==> config.mk <==
export PLATFORM = sky130hd
export DESIGN_NAME = humidity_temp_frame_decoder_unit
export DESIGN_NICKNAME = d
export VERILOG_FILES = /design/src/sv/htfd_pkg.sv /design/src/sv/humidity_temp_frame_decoder_unit.sv
export SDC_FILE = /design/constraint.sdc
export NUM_CORES = 1
export LEC_CHECK = 0
export BUFFER_PORTS_ARGS = -buffer_cell sky130_fd_sc_hd__buf_2
export CAP_MARGIN = 25
export CORE_MARGIN = 2
export CORE_UTILIZATION = 45
export DETAILED_ROUTE_END_ITERATION = 12
export PLACE_DENSITY_LB_ADDON = 0.08
export SYNTH_ARGS = -nofsm -noshare
export SYNTH_HDL_FRONTEND = slang
export SYNTH_SLANG_ARGS = --single-unit
==> constraint.sdc <==
create_clock -name clock -period 11 [get_ports clock]
set_input_delay 1.65 -clock clock [delete_from_list [all_inputs] [get_ports clock]]
set_output_delay 1.65 -clock clock [all_outputs]
set_load 0.05 [all_outputs]
==> src/sv/htfd_pkg.sv <==
// Shared types, constants and the CRC-8 step for the humidity/temperature frame decoder.
// Depends on nothing; imported by the decoder top level and its port checker.
`timescale 1ns / 1ps

package htfd_pkg;

   localparam logic [7:0]  CRC_POLY = 8'h31;
   localparam logic [7:0]  CRC_INIT = 8'hFF;

   // Frame byte positions.
   localparam logic [2:0]  POS_TEMP_HI = 3'd0;
   localparam logic [2:0]  POS_TEMP_LO = 3'd1;
   localparam logic [2:0]  POS_TEMP_CRC = 3'd2;
   localparam logic [2:0]  POS_HUMI_HI = 3'd3;
   localparam logic [2:0]  POS_HUMI_LO = 3'd4;
   localparam logic [2:0]  POS_HUMI_CRC = 3'd5;

   // Conversion constants in hundredths.
   localparam int unsigned TEMP_SCALE = 17500;
   localparam int unsigned TEMP_OFFSET = 4500;
   localparam int unsigned HUMI_SCALE = 12500;
   localparam int unsigned HUMI_OFFSET = 600;
   localparam int unsigned HUMI_MAX = 10000;
   localparam int unsigned RAW_FULL = 65535;

   typedef struct packed {
      logic [7:0] rx_byte;
      logic       frame_start;
   } req_payload_type;

   typedef struct packed {
      logic signed [14:0] temperature_centi;
      logic [13:0]        humidity_centi;
      logic               temp_crc_ok;
      logic               humi_crc_ok;
      logic               frame_valid;
   } rsp_payload_type;

   // One byte through the CRC-8, MSB first.
   function automatic logic [7:0] crc8_byte(input logic [7:0] crc, input logic [7:0] data);
      logic [7:0] c;
      c = crc ^ data;
      for (int i = 0; i < 8; i++) begin
         if (c[7]) begin
            c = {c[6:0], 1'b0} ^ CRC_POLY;
         end else begin
            c = {c[6:0], 1'b0};
         end
      end
      return c;
   endfunction

endpackage

==> src/sv/humidity_temp_frame_decoder_unit.sv <==
// Humidity/temperature measurement frame decoder: CRC check and conversion to hundredths.
// Depends on htfd_pkg for payload types, constants and the CRC-8 step.
//
// Usage: the req_ channel carries one received frame byte per beat, in the order
// temperature high, low, CRC, humidity high, low, CRC. Setting frame_start on a
// beat makes that byte the first of a new frame and drops any partial frame.
// After the sixth byte one result beat leaves on the rsp_ channel with both
// converted values, the two CRC flags and their AND; frames may follow back to
// back without a start flag. Bad CRCs still yield a result, with the flags low.
// Latency: the result is valid the cycle after the sixth byte is accepted.
// Throughput: one byte per clock except while a waiting result holds the sixth
// byte; the conversion (one constant multiply and a single-step correction for
// the divide by 65535) sits between the frame and result registers, so nothing iterates.
// Reset (synchronous, active high) returns to the start of a frame with an
// empty result register. While a result waits on a stalled receiver, bytes
// before the sixth position are still taken; any byte offered at the sixth
// position waits, even one that carries a start flag.
`timescale 1ns / 1ps

module humidity_temp_frame_decoder_unit (
   input  logic                     clock,
   input  logic                     reset,
   input  logic                     req_valid,
   output logic                     req_ready,
   input  htfd_pkg::req_payload_type req_payload,
   output logic                     rsp_valid,
   input  logic                     rsp_ready,
   output htfd_pkg::rsp_payload_type rsp_payload
);
   import htfd_pkg::*;

   logic [2:0]      byte_pos_ff, byte_pos_in;
   logic [7:0]      crc_ff, crc_in;
   logic [15:0]     raw_temp_ff, raw_temp_in;
   logic [15:0]     raw_humi_ff, raw_humi_in;
   logic            temp_ok_ff, temp_ok_in;
   logic            rsp_valid_ff, rsp_valid_in;
   rsp_payload_type rsp_payload_ff, rsp_payload_in;

   logic            accept;
   logic            restart;
   logic [2:0]      pos_eff;
   logic [7:0]      crc_base;
   logic [7:0]      crc_next;
   logic            emit;
   logic            humi_ok;

   logic [30:0]     temp_prod;
   logic [14:0]     temp_q0;
   logic [16:0]     temp_rem;
   logic [14:0]     temp_q;
   logic signed [15:0] temp_wide;
   logic [29:0]     humi_prod;
   logic [13:0]     humi_q0;
   logic [16:0]     humi_rem;
   logic [13:0]     humi_q;
   logic [13:0]     humi_sat;

   assign accept    = req_valid && req_ready;
   assign req_ready = !rsp_valid_ff || rsp_ready || (byte_pos_ff != POS_HUMI_CRC);

   assign restart  = req_payload.frame_start || (byte_pos_ff > POS_HUMI_CRC);
   assign pos_eff  = restart ? POS_TEMP_HI : byte_pos_ff;
   assign crc_base = restart ? CRC_INIT : crc_ff;
   assign crc_next = crc8_byte(crc_base, req_payload.rx_byte);
   assign humi_ok  = (crc_base == req_payload.rx_byte);

   always_comb begin
      byte_pos_in = byte_pos_ff;
      crc_in      = crc_ff;
      raw_temp_in = raw_temp_ff;
      raw_humi_in = raw_humi_ff;
      temp_ok_in  = temp_ok_ff;
      emit        = 1'b0;
      if (accept) begin
         unique case (pos_eff)
            POS_TEMP_HI: begin
               crc_in      = crc_next;
               raw_temp_in = {req_payload.rx_byte, raw_temp_ff[7:0]};
               byte_pos_in = POS_TEMP_LO;
            end
            POS_TEMP_LO: begin
               crc_in      = crc_next;
               raw_temp_in = {raw_temp_ff[15:8], req_payload.rx_byte};
               byte_pos_in = POS_TEMP_CRC;
            end
            POS_TEMP_CRC: begin
               temp_ok_in  = (crc_base == req_payload.rx_byte);
               crc_in      = CRC_INIT;
               byte_pos_in = POS_HUMI_HI;
            end
            POS_HUMI_HI: begin
               crc_in      = crc_next;
               raw_humi_in = {req_payload.rx_byte, raw_humi_ff[7:0]};
               byte_pos_in = POS_HUMI_LO;
            end
            POS_HUMI_LO: begin
               crc_in      = crc_next;
               raw_humi_in = {raw_humi_ff[15:8], req_payload.rx_byte};
               byte_pos_in = POS_HUMI_CRC;
            end
            default: begin
               crc_in      = CRC_INIT;
               byte_pos_in = POS_TEMP_HI;
               emit        = 1'b1;
            end
         endcase
      end
   end

   // Divide by 65535: with q0 = p >> 16 the remainder is p[15:0] + q0, which
   // stays below twice the divisor, so one compare fixes the quotient.
   always_comb begin
      temp_prod = 31'(raw_temp_ff) * 31'(TEMP_SCALE);
      temp_q0   = temp_prod[30:16];
      temp_rem  = 17'(temp_prod[15:0]) + 17'(temp_q0);
      temp_q    = temp_q0 + 15'(temp_rem >= 17'(RAW_FULL));
      temp_wide = $signed({1'b0, temp_q}) - $signed(16'(TEMP_OFFSET));

      humi_prod = 30'(raw_humi_ff) * 30'(HUMI_SCALE);
      humi_q0   = humi_prod[29:16];
      humi_rem  = 17'(humi_prod[15:0]) + 17'(humi_q0);
      humi_q    = humi_q0 + 14'(humi_rem >= 17'(RAW_FULL));
      priority if (humi_q < 14'(HUMI_OFFSET)) begin
         humi_sat = '0;
      end else if (humi_q > 14'(HUMI_MAX + HUMI_OFFSET)) begin
         humi_sat = 14'(HUMI_MAX);
      end else begin
         humi_sat = humi_q - 14'(HUMI_OFFSET);
      end
   end

   always_comb begin
      rsp_payload_in                   = rsp_payload_ff;
      rsp_valid_in                     = rsp_valid_ff && !rsp_ready;
      if (emit) begin
         rsp_valid_in                     = 1'b1;
         rsp_payload_in.temperature_centi = temp_wide[14:0];
         rsp_payload_in.humidity_centi    = humi_sat;
         rsp_payload_in.temp_crc_ok       = temp_ok_ff;
         rsp_payload_in.humi_crc_ok       = humi_ok;
         rsp_payload_in.frame_valid       = temp_ok_ff && humi_ok;
      end
   end

   always_ff @(posedge clock) begin
      if (reset) begin
         byte_pos_ff  <= POS_TEMP_HI;
         crc_ff       <= CRC_INIT;
         raw_temp_ff  <= '0;
         raw_humi_ff  <= '0;
         temp_ok_ff   <= 1'b0;
         rsp_valid_ff <= 1'b0;
      end else begin
         byte_pos_ff  <= byte_pos_in;
         crc_ff       <= crc_in;
         raw_temp_ff  <= raw_temp_in;
         raw_humi_ff  <= raw_humi_in;
         temp_ok_ff   <= temp_ok_in;
         rsp_valid_ff <= rsp_valid_in;
      end
   end

   always_ff @(posedge clock) begin
      rsp_payload_ff <= rsp_payload_in;
   end

   assign rsp_valid   = rsp_valid_ff;
   assign rsp_payload = rsp_payload_ff;

endmodule

# After elaboration in Yosys (flattened, before gate mapping)
# Index checks and enable logic that the tools add are counted.
[word_totals] ff_bits=77 input_bits=13 out_inout_bits=34
[classes] add_sub_neg=6 multipliers=2 magnitude_cmp=5 eq_ne=6 mux=18 n_bitwise=13 reduce_logical=17
[ops] op="$pmux 16 s2" n=2
[ops] op="$mux 6" n=8
[ops] op="$ge 17x16->1 const B" n=2
[ops] op="$mul 16x13->29 const B" n=1
[ops] op="$mul 16x12->28 const B" n=1
[ops] op="$not 3->3" n=8
[ops] op="$add 16x14->17" n=1
[ops] op="$add 16x15->17" n=1
[ops] op="$mux 8" n=2
[ops] op="$add 15x1->15" n=1
[ops] op="$pmux 3 s5" n=1
[ops] op="$sub 15x13->15 const B" n=1
[ops] op="$add 14x1->14" n=1
[ops] op="$gt 14x14->1 const B" n=1
[ops] op="$lt 14x10->1 const B" n=1
[ops] op="$mux 14" n=1
[ops] op="$sub 14x10->14 const B" n=1
[ops] op="$reduce_and 3->1" n=4
[ops] op="$eq 8x8->1" n=1
[ops] op="$xor 8x8->8" n=1
[ops] op="$eq 3x2->1 const B" n=2
[ops] op="$reduce_or 5->1" n=1
[ops] op="$not 1->1" n=4
[ops] op="$reduce_or 4->1" n=1
[ops] op="12 further kinds" n=19

# Longest topological paths before layout
# Gate-level depths: netlist of run 1.
[depth] depth_word=21 mapped_depth=43

# Worst setup path before layout of run 1
# OpenSTA, ideal clock, no wires.
[synth_timing] path_kind="flip-flop to flip-flop" start="register raw_temp_ff[8]" end="register rsp_payload_ff, in the netlist rsp_payload[31] (data pin)" setup_ns=0.262 t_arrival_ns=8.125 setup_slack_ns=2.613 path_stages_with_launch=35 n_path_buf=0 synth_period_minus_slack_ns=8.387 path_cell_list="dfxtp_1 ha_1 inv_1 fa_1 inv_1 ha_1 fa_1 inv_1 fa_1 inv_1 ha_1 nand3_1 nor4_1 nor3_1 o31ai_1 xor2_1 ha_1 a21o_1 a21oi_1 o21ai_0 a21oi_1 o21bai_1 a21o_1 a21o_1 a21oi_1 xor2_1 a2111oi_0 or3_1 ha_1 ha_1 o31a_1 o311ai_1 or4b_1 a21oi_1 xor2_1"
[synth_between] elab_chain_cells=5
[synth_lines] element="from (decl)" line="humidity_temp_frame_decoder_unit.sv:34" source="logic [15:0] raw_temp_ff, raw_temp_in;"
[synth_lines] element="from (signal assigned)" line="humidity_temp_frame_decoder_unit.sv:157" source="raw_temp_ff <= raw_temp_in;"
[synth_lines] element="$mul 16x13->29 (*)" line="humidity_temp_frame_decoder_unit.sv:114" source="temp_prod = 31'(raw_temp_ff) * 31'(TEMP_SCALE);"
[synth_lines] element="$add 16x15->17" line="humidity_temp_frame_decoder_unit.sv:116" source="temp_rem = 17'(temp_prod[15:0]) + 17'(temp_q0);"
[synth_lines] element="$ge 17x16->1" line="humidity_temp_frame_decoder_unit.sv:117" source="temp_q = temp_q0 + 15'(temp_rem >= 17'(RAW_FULL));"
[synth_lines] element="$add 15x1->15 (*)" line="humidity_temp_frame_decoder_unit.sv:117"
[synth_lines] element="$sub 15x13->15 (*)" line="humidity_temp_frame_decoder_unit.sv:118" source="temp_wide = $signed({1'b0, temp_q}) - $signed(16'(TEMP_OFFSET));"
[synth_lines] element="net temp_wide[14]" line="humidity_temp_frame_decoder_unit.sv:52" source="logic signed [15:0] temp_wide;"
[synth_lines] element="to (signal assigned)" line="humidity_temp_frame_decoder_unit.sv:165" source="rsp_payload_ff <= rsp_payload_in;"
[synth_lines] element="to (decl)" line="humidity_temp_frame_decoder_unit.sv:38" source="rsp_payload_type rsp_payload_ff, rsp_payload_in;"
# Mark *: on every way through the listed nets, which the timed path passes. The rest lies on a longest branch.
# A chain may end at the register's enable or synchronous reset.

# Final worst setup path of run 1
[layout_timing] start="register raw_humi_ff[2]" end="register rsp_payload_ff, in the netlist rsp_payload[14] (data pin)"
[layout_between] elab_chain_cells=6
[layout_lines] element="from (decl)" line="humidity_temp_frame_decoder_unit.sv:35" source="logic [15:0] raw_humi_ff, raw_humi_in;"
[layout_lines] element="from (signal assigned)" line="humidity_temp_frame_decoder_unit.sv:158" source="raw_humi_ff <= raw_humi_in;"
[layout_lines] element="$mul 16x12->28 (*)" line="humidity_temp_frame_decoder_unit.sv:120" source="humi_prod = 30'(raw_humi_ff) * 30'(HUMI_SCALE);"
[layout_lines] element="$add 16x14->17" line="humidity_temp_frame_decoder_unit.sv:122" source="humi_rem = 17'(humi_prod[15:0]) + 17'(humi_q0);"
[layout_lines] element="$ge 17x16->1" line="humidity_temp_frame_decoder_unit.sv:123" source="humi_q = humi_q0 + 14'(humi_rem >= 17'(RAW_FULL));"
[layout_lines] element="$add 14x1->14 (*)" line="humidity_temp_frame_decoder_unit.sv:123"
[layout_lines] element="$lt 14x10->1 / $gt 14x14->1 (equally long branches)" line="humidity_temp_frame_decoder_unit.sv:124, humidity_temp_frame_decoder_unit.sv:126"
[layout_lines] element="$reduce_or 2->1 (no line)"
# Mark *: on every way between the ends. The rest lies on a longest branch, timed or not.

==> results of run 1 <==
synth_stat cells, types with 4 or more instances:
master / instances / area share
clkbuf_1: 22 / 0.0067
nand4_1: 10 / 0.0051
nand2_1: 97 / 0.030
o31ai_1: 6 / 0.0037
a31o_2: 4 / 0.0029
ha_1: 238 / 0.24
a211o_1: 7 / 0.0050
or2_1: 6 / 0.0031
nor2_1: 57 / 0.017
and4_1: 7 / 0.0050
inv_1: 242 / 0.074
nor4_1: 8 / 0.0041
and3_1: 7 / 0.0036
nor2b_1: 9 / 0.0046
o21ai_0: 36 / 0.015
o211ai_1: 15 / 0.0092
o21bai_1: 10 / 0.0061
nor3b_1: 6 / 0.0037
fa_1: 83 / 0.14
a211oi_2: 4 / 0.0041
o31a_1: 7 / 0.0050
nor3_1: 30 / 0.012
and2_1: 4 / 0.0020
mux2i_1: 10 / 0.0082
dfxtp_1: 45 / 0.073
a21oi_1: 94 / 0.038
nand2b_1: 6 / 0.0031
or3_1: 7 / 0.0036
o21ai_1: 6 / 0.0024
a31oi_1: 12 / 0.0061
buf_2: 10 / 0.0041
nand3_1: 32 / 0.013
edfxtp_1: 32 / 0.078
xor2_1: 41 / 0.029
o21a_1: 12 / 0.0073
a211oi_1: 5 / 0.0031
xnor2_1: 77 / 0.055
a21o_1: 21 / 0.013
critical path, delay by kind of cell (launching register included):
family / cells / cell delay [ns]
AO/OA/AOI/OAI: 19 / 4.09
adder cells (fa/ha/maj): 8 / 2.69
AND/OR/NAND/NOR: 4 / 0.90
XOR/XNOR: 4 / 0.74
flip-flops: 1 / 0.51
buffers and inverters: 4 / 0.40
flip-flops by register name (all words and copies together) (netlist names):
register,flops
rsp_valid,1
rsp_payload,32
raw_humi_ff,16
raw_temp_ff,16
temp_ok_ff,1
byte_pos_ff,3
crc_ff,8
cell type report:
cell class / instances / area [µm²] / share of cell area
Tap cell: 341 / 427 / 0.0326
Sequential cell: 77 / 1860 / 0.142
Clock inverter: 7 / 92.6 / 0.00706
Timing Repair Buffer: 47 / 238 / 0.0181
Inverter: 245 / 920 / 0.0702
Clock buffer: 9 / 225 / 0.0172
Multi-Input combinational cell: 1046 / 9340 / 0.713
routing by layer:
metal  vias up  wire, µm
met3        27       985
met1      4607     14200
met2       183     13700
met5         -         0
met4         0       394
li1       4884         -
cells in the final DEF, fill, tap and decap left out, types with 8 or more instances in the layout:
master	instances
o211ai_1	15
clkbuf_16	9
o21bai_1	10
dfxtp_1	45
inv_1	242
a21o_1	21
mux2i_1	10
nand4_1	10
a31oi_1	12
xnor2_1	77
nor2_1	57
fa_1	83
nand2_1	97
a21oi_1	94
edfxtp_1	32
nand3_1	32
o21ai_0	36
nor2b_1	9
o21a_1	12
ha_1	238
xor2_1	41
nor3_1	29
nor4_1	8
buf_2	46
power breakdown:
part / switching [mW] / internal, mW
Combinational: 0.191 / 0.130
Sequential: 0.0130 / 0.311
Clock: 0.148 / 0.182
Total: 0.352 / 0.624
cell families (layout without fill, tap and decap cells):
family,after synthesis,after routing,synth area share
adder cells (fa/ha/maj),321,321,0.378
buffers and inverters,280,308,0.0876
XOR/XNOR,120,120,0.0884
flip-flops,77,77,0.152
AND/OR/NAND/NOR,309,309,0.130
AO/OA/AOI/OAI,285,285,0.155
multiplexers,11,11,0.00928
through the flow:
step           hold slack, ns  area (µm²)
3_5_place_dp            0.472       12800
5_1_grt                 0.520       13100
3_3_place_gp            0.467       12800
6_report                0.486       13100
4_1_cts                 0.489       13100
2_1_floorplan           0.422       12300
how the worst max path moves through the flow:
stage              startpoint         endpoint  slack, ns  cells past startpoint
6_report       raw_humi_ff[2]  rsp_payload[14]       1.39                     39
5_1_grt        raw_humi_ff[8]   rsp_payload[6]       0.69                     36
4_1_cts        raw_humi_ff[2]  rsp_payload[14]       1.50                     39
3_5_place_dp   raw_humi_ff[2]  rsp_payload[14]       1.56                     39
3_3_place_gp   raw_temp_ff[8]  rsp_payload[31]       1.56                     34
2_1_floorplan  raw_temp_ff[8]  rsp_payload[31]       2.61                     34
==> results.sh, run 1 <==
export IMPL_status="finished, final reports clean"
export IMPL_synth_edf_count=32
export IMPL_worst_r2r_cell_count=39
export IMPL_p_leak_nw=6.85
export IMPL_die_w_um=169
export IMPL_nets=1760
export IMPL_critPathMaxFanout=13
export IMPL_drive_above_1_share=0.0685
export IMPL_endpoint_kind="flop"
export IMPL_pre_cts_slack_ns=1.56
export IMPL_peakVddDrop_mv=0.0878
export IMPL_start_kind="flop"
export IMPL_busiest_layer="met2"
export IMPL_holdPathEnd="crc_ff[6]"
export IMPL_clock_latency_ns=0.36
export IMPL_crit_type="flop to flop"
export IMPL_num_rows=60
export IMPL_synth_fp_nets=1737
export IMPL_drt_initial_drc_count=571
export IMPL_tritoncts="done"
export IMPL_clock_sink_count=77
export IMPL_utilization=0.488
export IMPL_dieArea_um2=28600
export IMPL_hold_viol=0
export IMPL_vias=9701
export IMPL_grt_pass1_vias=9629
export IMPL_overflow=0
export IMPL_reg2reg_from="raw_humi_ff[2]"
export IMPL_fin_worst_skew_ns=0.0148
export IMPL_worstMarginPinSlew_ns=1.05
export IMPL_yosysWarnings=0
export IMPL_total_power_uw=976
export IMPL_synthDistinctLibCells=89
export IMPL_diodes=0
export IMPL_antenna_left=0
export IMPL_place_inst=1756
export IMPL_grt_usage=0.213
export IMPL_die_h_um=169
export IMPL_synthToLayoutAreaGrowth_pct=6.78
export IMPL_cts_clk_slew_worst_paths_ns=0.07
export IMPL_clock_path_buffers=2
export IMPL_fin_crit_sh=0.874
export IMPL_finalWirelength_mm=29.3
export IMPL_setup_violations=0
export IMPL_via_per_inst=5.47
export IMPL_grt_max_degree=39
export IMPL_ys_ff_latch=77
export IMPL_hpwl_mm=24.2
export IMPL_finalNonFillerCells=1772
export IMPL_rsz0062_at_grt="false"
export IMPL_reg2reg_to="rsp_payload[14]"
export IMPL_cts_buffers=9
export IMPL_drc_errors=0
export IMPL_hold_start="crc_ff[6]"
export IMPL_fin_setup_tns_ns=0
export IMPL_maxCapViolCount=0
export IMPL_pin_count=47
export IMPL_post_cts_resized=0
export IMPL_reg2reg_slack_ns=1.39
export IMPL_relSlewSlack=0.296
export IMPL_port_buffers=46
export IMPL_dr_pass1_iters=5
export IMPL_syn_area_um2=12300
export IMPL_final_fill_count=2675
export IMPL_synthArstFlopShare=0
export IMPL_cts_root_buf="clkbuf_16"
export IMPL_syn_avg_cell_area_um2=8.75
export IMPL_power_density_nw_per_um2=74.4
export IMPL_syn_instance_count=1403
export IMPL_cp_slowest_cell="fa_1"
export IMPL_grt_first_pass_wirelength_mm=48.9
export IMPL_met3_usage=0.0219
export IMPL_groute_layer_met2_usage=0.362
export IMPL_use_met1=0.294
export IMPL_worstPathRequired_ns=11.08
export IMPL_yosysSeqAreaShare=0.152
export IMPL_finalWeightedCongestion=0.870
export IMPL_hold_buffers=0
export IMPL_layout_min_cycle_time_ns=9.61
export IMPL_min_path_type="flop to flop"
export IMPL_start_util=0.457
export IMPL_synth_ff_type="dfxtp_1"
export IMPL_max_stage_delay_ns=0.53
export IMPL_setup_ws_ns=1.39
export IMPL_drv_slew=0
export IMPL_whs_path_depth=2
export IMPL_htree_num_levels=3
export IMPL_critPathArrivalTime_ns=9.69
export IMPL_wl_per_cell_um=16.5
export IMPL_cts_setup_buffers=0
export IMPL_antenna_found_initial=0
export IMPL_max_freq_mhz=104
export IMPL_coreArea_um2=26900
Note: power is estimated with default switching activity, not from simulation.
==> run 2: changes to the inputs <==
Settings changed: CORE_MARGIN 2 to unset, SETUP_SLACK_MARGIN set to 0.1.
==> results.sh, run 2 (synthesis results as in run 1) <==
export IMPL_crit_top_cell="ha_1"
export IMPL_dpl_cell_area_um2=12800
export IMPL_finalWirelength_mm=29.1
export IMPL_drc_errors=0
export IMPL_antenna_found_initial=0
export IMPL_drive_above_1_share=0.0685
export IMPL_tritoncts="done"
export IMPL_overflow=0
export IMPL_fin_worst_skew_ns=0.0199
export IMPL_port_buffers=46
export IMPL_final_cell_mix="inv_1 (242), ha_1 (238), nand2_1 (97), a21oi_1 (94), fa_1 (83)"
export IMPL_place_inst=1756
export IMPL_grt_max_degree=39
export IMPL_cts_root_buf="clkbuf_16"
export IMPL_vias=9574
export IMPL_netSwitchingPower_uw=348
export IMPL_hold_viol=0
export IMPL_layout_min_cycle_time_ns=9.64
export IMPL_setup_violations=0
export IMPL_drv_slew=0
export IMPL_fin_setup_tns_ns=0
export IMPL_p_sw_frac=0.358
export IMPL_worstPathRequired_ns=11.10
export IMPL_nets=1760
export IMPL_maxCapViolCount=0
export IMPL_finalWeightedCongestion=0.899
export IMPL_cts_clk_slew_worst_paths_ns=0.08
export IMPL_endpoint_kind="flop"
export IMPL_power_density_nw_per_um2=74.2
export IMPL_grt_first_pass_wirelength_mm=48.6
export IMPL_final_fill_count=2646
export IMPL_min_path_type="flop to flop"
export IMPL_cts_buffers=9
export IMPL_critPathMaxFanout=7
export IMPL_p_comb_frac=0.328
export IMPL_final_area_um2=13100
export IMPL_seq_power_share=0.334
export IMPL_synthToLayoutAreaGrowth_pct=6.77
export IMPL_p_leak_nw=6.85
export IMPL_utilization=0.488
export IMPL_clock_latency_ns=0.36
export IMPL_pin_count=47
export IMPL_antenna_left=0
export IMPL_largest_reg_flops=32
export IMPL_dieArea_um2=27900
export IMPL_clock_path_buffers=2
export IMPL_clock_sink_count=77
export IMPL_grt_usage=0.217
export IMPL_hpwl_mm=24.2
export IMPL_diodes=0
export IMPL_finalNonFillerCells=1772
export IMPL_worstMarginPinSlew_ns=1.02
export IMPL_cp_slowest_cell="nor4_1"
export IMPL_clkPwrFrac=0.338
export IMPL_via_per_inst=5.40
export IMPL_max_freq_mhz=104
export IMPL_start_kind="flop"
export IMPL_num_rows=60
export IMPL_hold_buffers=0
export IMPL_cts_setup_buffers=0
export IMPL_max_stage_delay_ns=0.63
export IMPL_wl_per_cell_um=16.4
export IMPL_status="finished, final reports clean"
export IMPL_intPower_uw=624
export IMPL_layout_commonest_cell="inv_1"
export IMPL_die_h_um=167
export IMPL_total_power_uw=972
export IMPL_crit_type="flop to flop"
export IMPL_dr_pass1_iters=5
export IMPL_critPathArrivalTime_ns=9.74
export IMPL_drt_initial_drc_count=449
export IMPL_fin_crit_sh=0.876
export IMPL_rsz0062_at_grt="false"
export IMPL_coreArea_um2=26900
export IMPL_htree_num_levels=3
export IMPL_relSlewSlack=0.322
export IMPL_post_cts_resized=0
export IMPL_reg2reg_slack_ns=1.36
export IMPL_start_util=0.457
export IMPL_peakVddDrop_mv=0.0920
export IMPL_die_w_um=167
export IMPL_grt_pass1_vias=9611
run 2: cell types whose count changed in the layout (fill, tap and decap cells not counted), sizes merged:
cell / delta
clkinv: -1
clkinvlp: +1
run 2: path summary, 6_finish.rpt:
kind	startpoint	endpoint	cells after the start
setup / recovery	raw_temp_ff[8]	rsp_payload[31]	34
hold / removal	crc_ff[3]	crc_ff[3]	2
setup reg to reg	raw_temp_ff[8]	rsp_payload[31]	34
hold reg to reg	crc_ff[3]	crc_ff[3]	2
run 2: final cells by class:
type | instances | area (µm²) | area share
inverter | 245 | 920 | 0.0702
tap | 341 | 427 | 0.0326
clock inverter | 7 | 91.3 | 0.00697
multi-input combinational | 1046 | 9340 | 0.713
sequential | 77 | 1860 | 0.142
timing repair buffer | 47 | 238 | 0.0181
clock buffer | 9 | 225 | 0.0172
run 2: power groups by stage:
stage,combinational [mW],clock (mW),sequential (mW)
after floorplan,0.253,0,0.326
after global placement,0.319,0,0.331
after detailed placement,0.318,0,0.331
after CTS,0.323,0.337,0.324
after global routing,0.366,0.346,0.326
final,0.319,0.328,0.324
run 2: worst max-delay path, delay by kind of cell (launching register included):
family,cells,cell delay [ns]
compound gates,13,2.89
buf+inv,4,0.19
xor+xnor,3,0.83
simple gates,5,1.79
flops,1,0.42
fa+ha+maj,9,3.30
run 2: stage by stage:
stage | hold WS (ns) | setup slack [ns]
after CTS | 0.490 | 1.44
after floorplan | 0.422 | 2.61
final | 0.488 | 1.36
after global routing | 0.508 | 0.736
after detailed placement | 0.472 | 1.45
after global placement | 0.466 | 1.54
run 2: routing by layer:
metal  GRT usage  share of wire  up-vias
met3      0.0208          0.025       20
met1       0.295           0.49     4535
met5           0              0        -
met4      0.0435          0.012        0
met2       0.374           0.47      126
li1            -              -     4893
==> run 3: changes to the inputs <==
Settings changed: CORE_ASPECT_RATIO set to 1.5.
==> results.sh, run 3 (synthesis results as in run 1) <==
export IMPL_status="finished, final reports clean"
export IMPL_hold_viol=0
export IMPL_seq_area_um2=1860
export IMPL_crit_type="flop to flop"
export IMPL_final_area_um2=13100
export IMPL_grt_pass1_vias=10151
export IMPL_max_stage_delay_ns=0.55
export IMPL_layout_commonest_cell="inv_1"
export IMPL_cp_num_buf_inv=2
export IMPL_worstMarginPinSlew_ns=0.967
export IMPL_relSlewSlack=0.350
export IMPL_min_path_type="flop to flop"
export IMPL_cts_root_buf="clkbuf_16"
export IMPL_grt_max_degree=39
export IMPL_fin_crit_sh=0.881
export IMPL_tritoncts="done"
export IMPL_grt_usage=0.238
export IMPL_diodes=0
export IMPL_max_freq_mhz=103
export IMPL_drt_initial_drc_count=424
export IMPL_hpwl_mm=25.6
export IMPL_cp_slowest_cell="dfxtp_1"
export IMPL_cts_buffers=9
export IMPL_multi_input_area_um2=9340
export IMPL_start_kind="flop"
export IMPL_grt_first_pass_wirelength_mm=51.1
export IMPL_endpoint_kind="flop"
export IMPL_maxCapViolCount=0
export IMPL_final_fill_count=2638
export IMPL_cts_clk_slew_worst_paths_ns=0.07
export IMPL_nets=1762
export IMPL_antenna_left=0
export IMPL_fin_setup_tns_ns=0
export IMPL_post_cts_resized=0
export IMPL_critPathArrivalTime_ns=9.79
export IMPL_whs_path_depth=0
export IMPL_p_leak_nw=6.86
export IMPL_clock_sink_count=77
export IMPL_critPathMaxFanout=9
export IMPL_setup_ws_ns=1.31
export IMPL_die_w_um=137
export IMPL_dr_pass1_iters=5
export IMPL_total_power_uw=961
export IMPL_overflow=0
export IMPL_start_util=0.460
export IMPL_cp_top_family="compound AO/OA/AOI/OAI gates"
export IMPL_drive_above_1_share=0.0698
export IMPL_reg2reg_slack_ns=1.31
export IMPL_port_buffers=46
export IMPL_fin_worst_skew_ns=0.0159
export IMPL_peakVddDrop_mv=0.0981
export IMPL_worst_r2r_cell_count=39
export IMPL_setup_violations=0
export IMPL_vias=9645
export IMPL_pre_cts_slack_ns=1.42
export IMPL_reg2reg_to="rsp_payload[14]"
export IMPL_worstPathRequired_ns=11.10
export IMPL_finalWeightedCongestion=0.897
export IMPL_synthToLayoutAreaGrowth_pct=6.78
export IMPL_drv_slew=0
export IMPL_cts_setup_buffers=0
export IMPL_clock_path_buffers=2
export IMPL_dpl_cell_area_um2=12800
export IMPL_pin_count=47
export IMPL_hold_buffers=0
export IMPL_startpoint="raw_humi_ff[3]"
export IMPL_num_rows=73
export IMPL_final_cell_mix="inv_1 (242), ha_1 (238), nand2_1 (97), a21oi_1 (94), fa_1 (83)"
export IMPL_largest_reg_flops=32
export IMPL_rsz0062_at_grt="false"
export IMPL_crit_end="rsp_payload[14]"
export IMPL_coreArea_um2=26700
export IMPL_antenna_found_initial=0
export IMPL_reg2reg_from="raw_humi_ff[3]"
export IMPL_power_density_nw_per_um2=73.3
export IMPL_via_per_inst=5.45
export IMPL_layout_min_cycle_time_ns=9.69
export IMPL_crit_top_cell="ha_1"
export IMPL_wl_per_cell_um=17.2
export IMPL_cp_depth=39
export IMPL_finalWirelength_mm=30.4
export IMPL_clock_latency_ns=0.37
export IMPL_die_h_um=204
export IMPL_dieArea_um2=28000
export IMPL_htree_num_levels=3
export IMPL_drc_errors=0
[run 3: cell type report]
type / count / area share
clock buffer: 11 / 0.0201
clock inverter: 5 / 0.00334
inverter: 245 / 0.0702
multi-input combinational: 1046 / 0.713
sequential: 77 / 0.142
tap: 337 / 0.0322
timing repair buffer: 49 / 0.0193
[run 3: where the power goes]
group / switching, mW / total, mW / leakage [nW] / internal [mW]
Combinational: 0.190 / 0.321 / 6.06 / 0.131
Sequential: 0.0129 / 0.324 / 0.651 / 0.312
Clock: 0.138 / 0.315 / 0.155 / 0.177
Total: 0.342 / 0.961 / 6.86 / 0.619
[run 3: worst reg2reg max path, delay by kind of cell, from the launching register on]
kind | cells | cell delay (ns)
AOI/OAI and AO/OA | 17 | 3.25
adders and majority gates | 9 | 3.10
DFF | 1 | 0.55
xor gates and xnor gates | 4 | 0.76
buffers and inverters | 2 | 0.09
and+or+nand+nor | 7 | 1.67
[run 3: how the worst min path moves through the flow]
stage                      to  startpoint  slack [ns]
6_report       rsp_payload[2]  temp_ok_ff        0.48
5_1_grt        rsp_payload[2]  temp_ok_ff        0.50
3_3_place_gp   rsp_payload[2]  temp_ok_ff        0.45
3_5_place_dp   rsp_payload[2]  temp_ok_ff        0.46
4_1_cts            temp_ok_ff  temp_ok_ff        0.48
2_1_floorplan  rsp_payload[2]  temp_ok_ff        0.42
[run 3: metal layers]
layer / share of wire / track usage
met3: 0.014 / 0.0270
met1: 0.39 / 0.252
met4: 0.028 / 0.0828
met5: 0 / 0
met2: 0.57 / 0.469
[run 3: metrics by stage]
stage / instances / utilization / hold WS, ns
floorplan: 1403 / - / 0.422
global placement: 1753 / 0.480 / 0.452
detailed placement: 1753 / 0.480 / 0.463
CTS: 1769 / 0.491 / 0.483
global route: 1770 / 0.491 / 0.501
finish: 1770 / 0.491 / 0.478
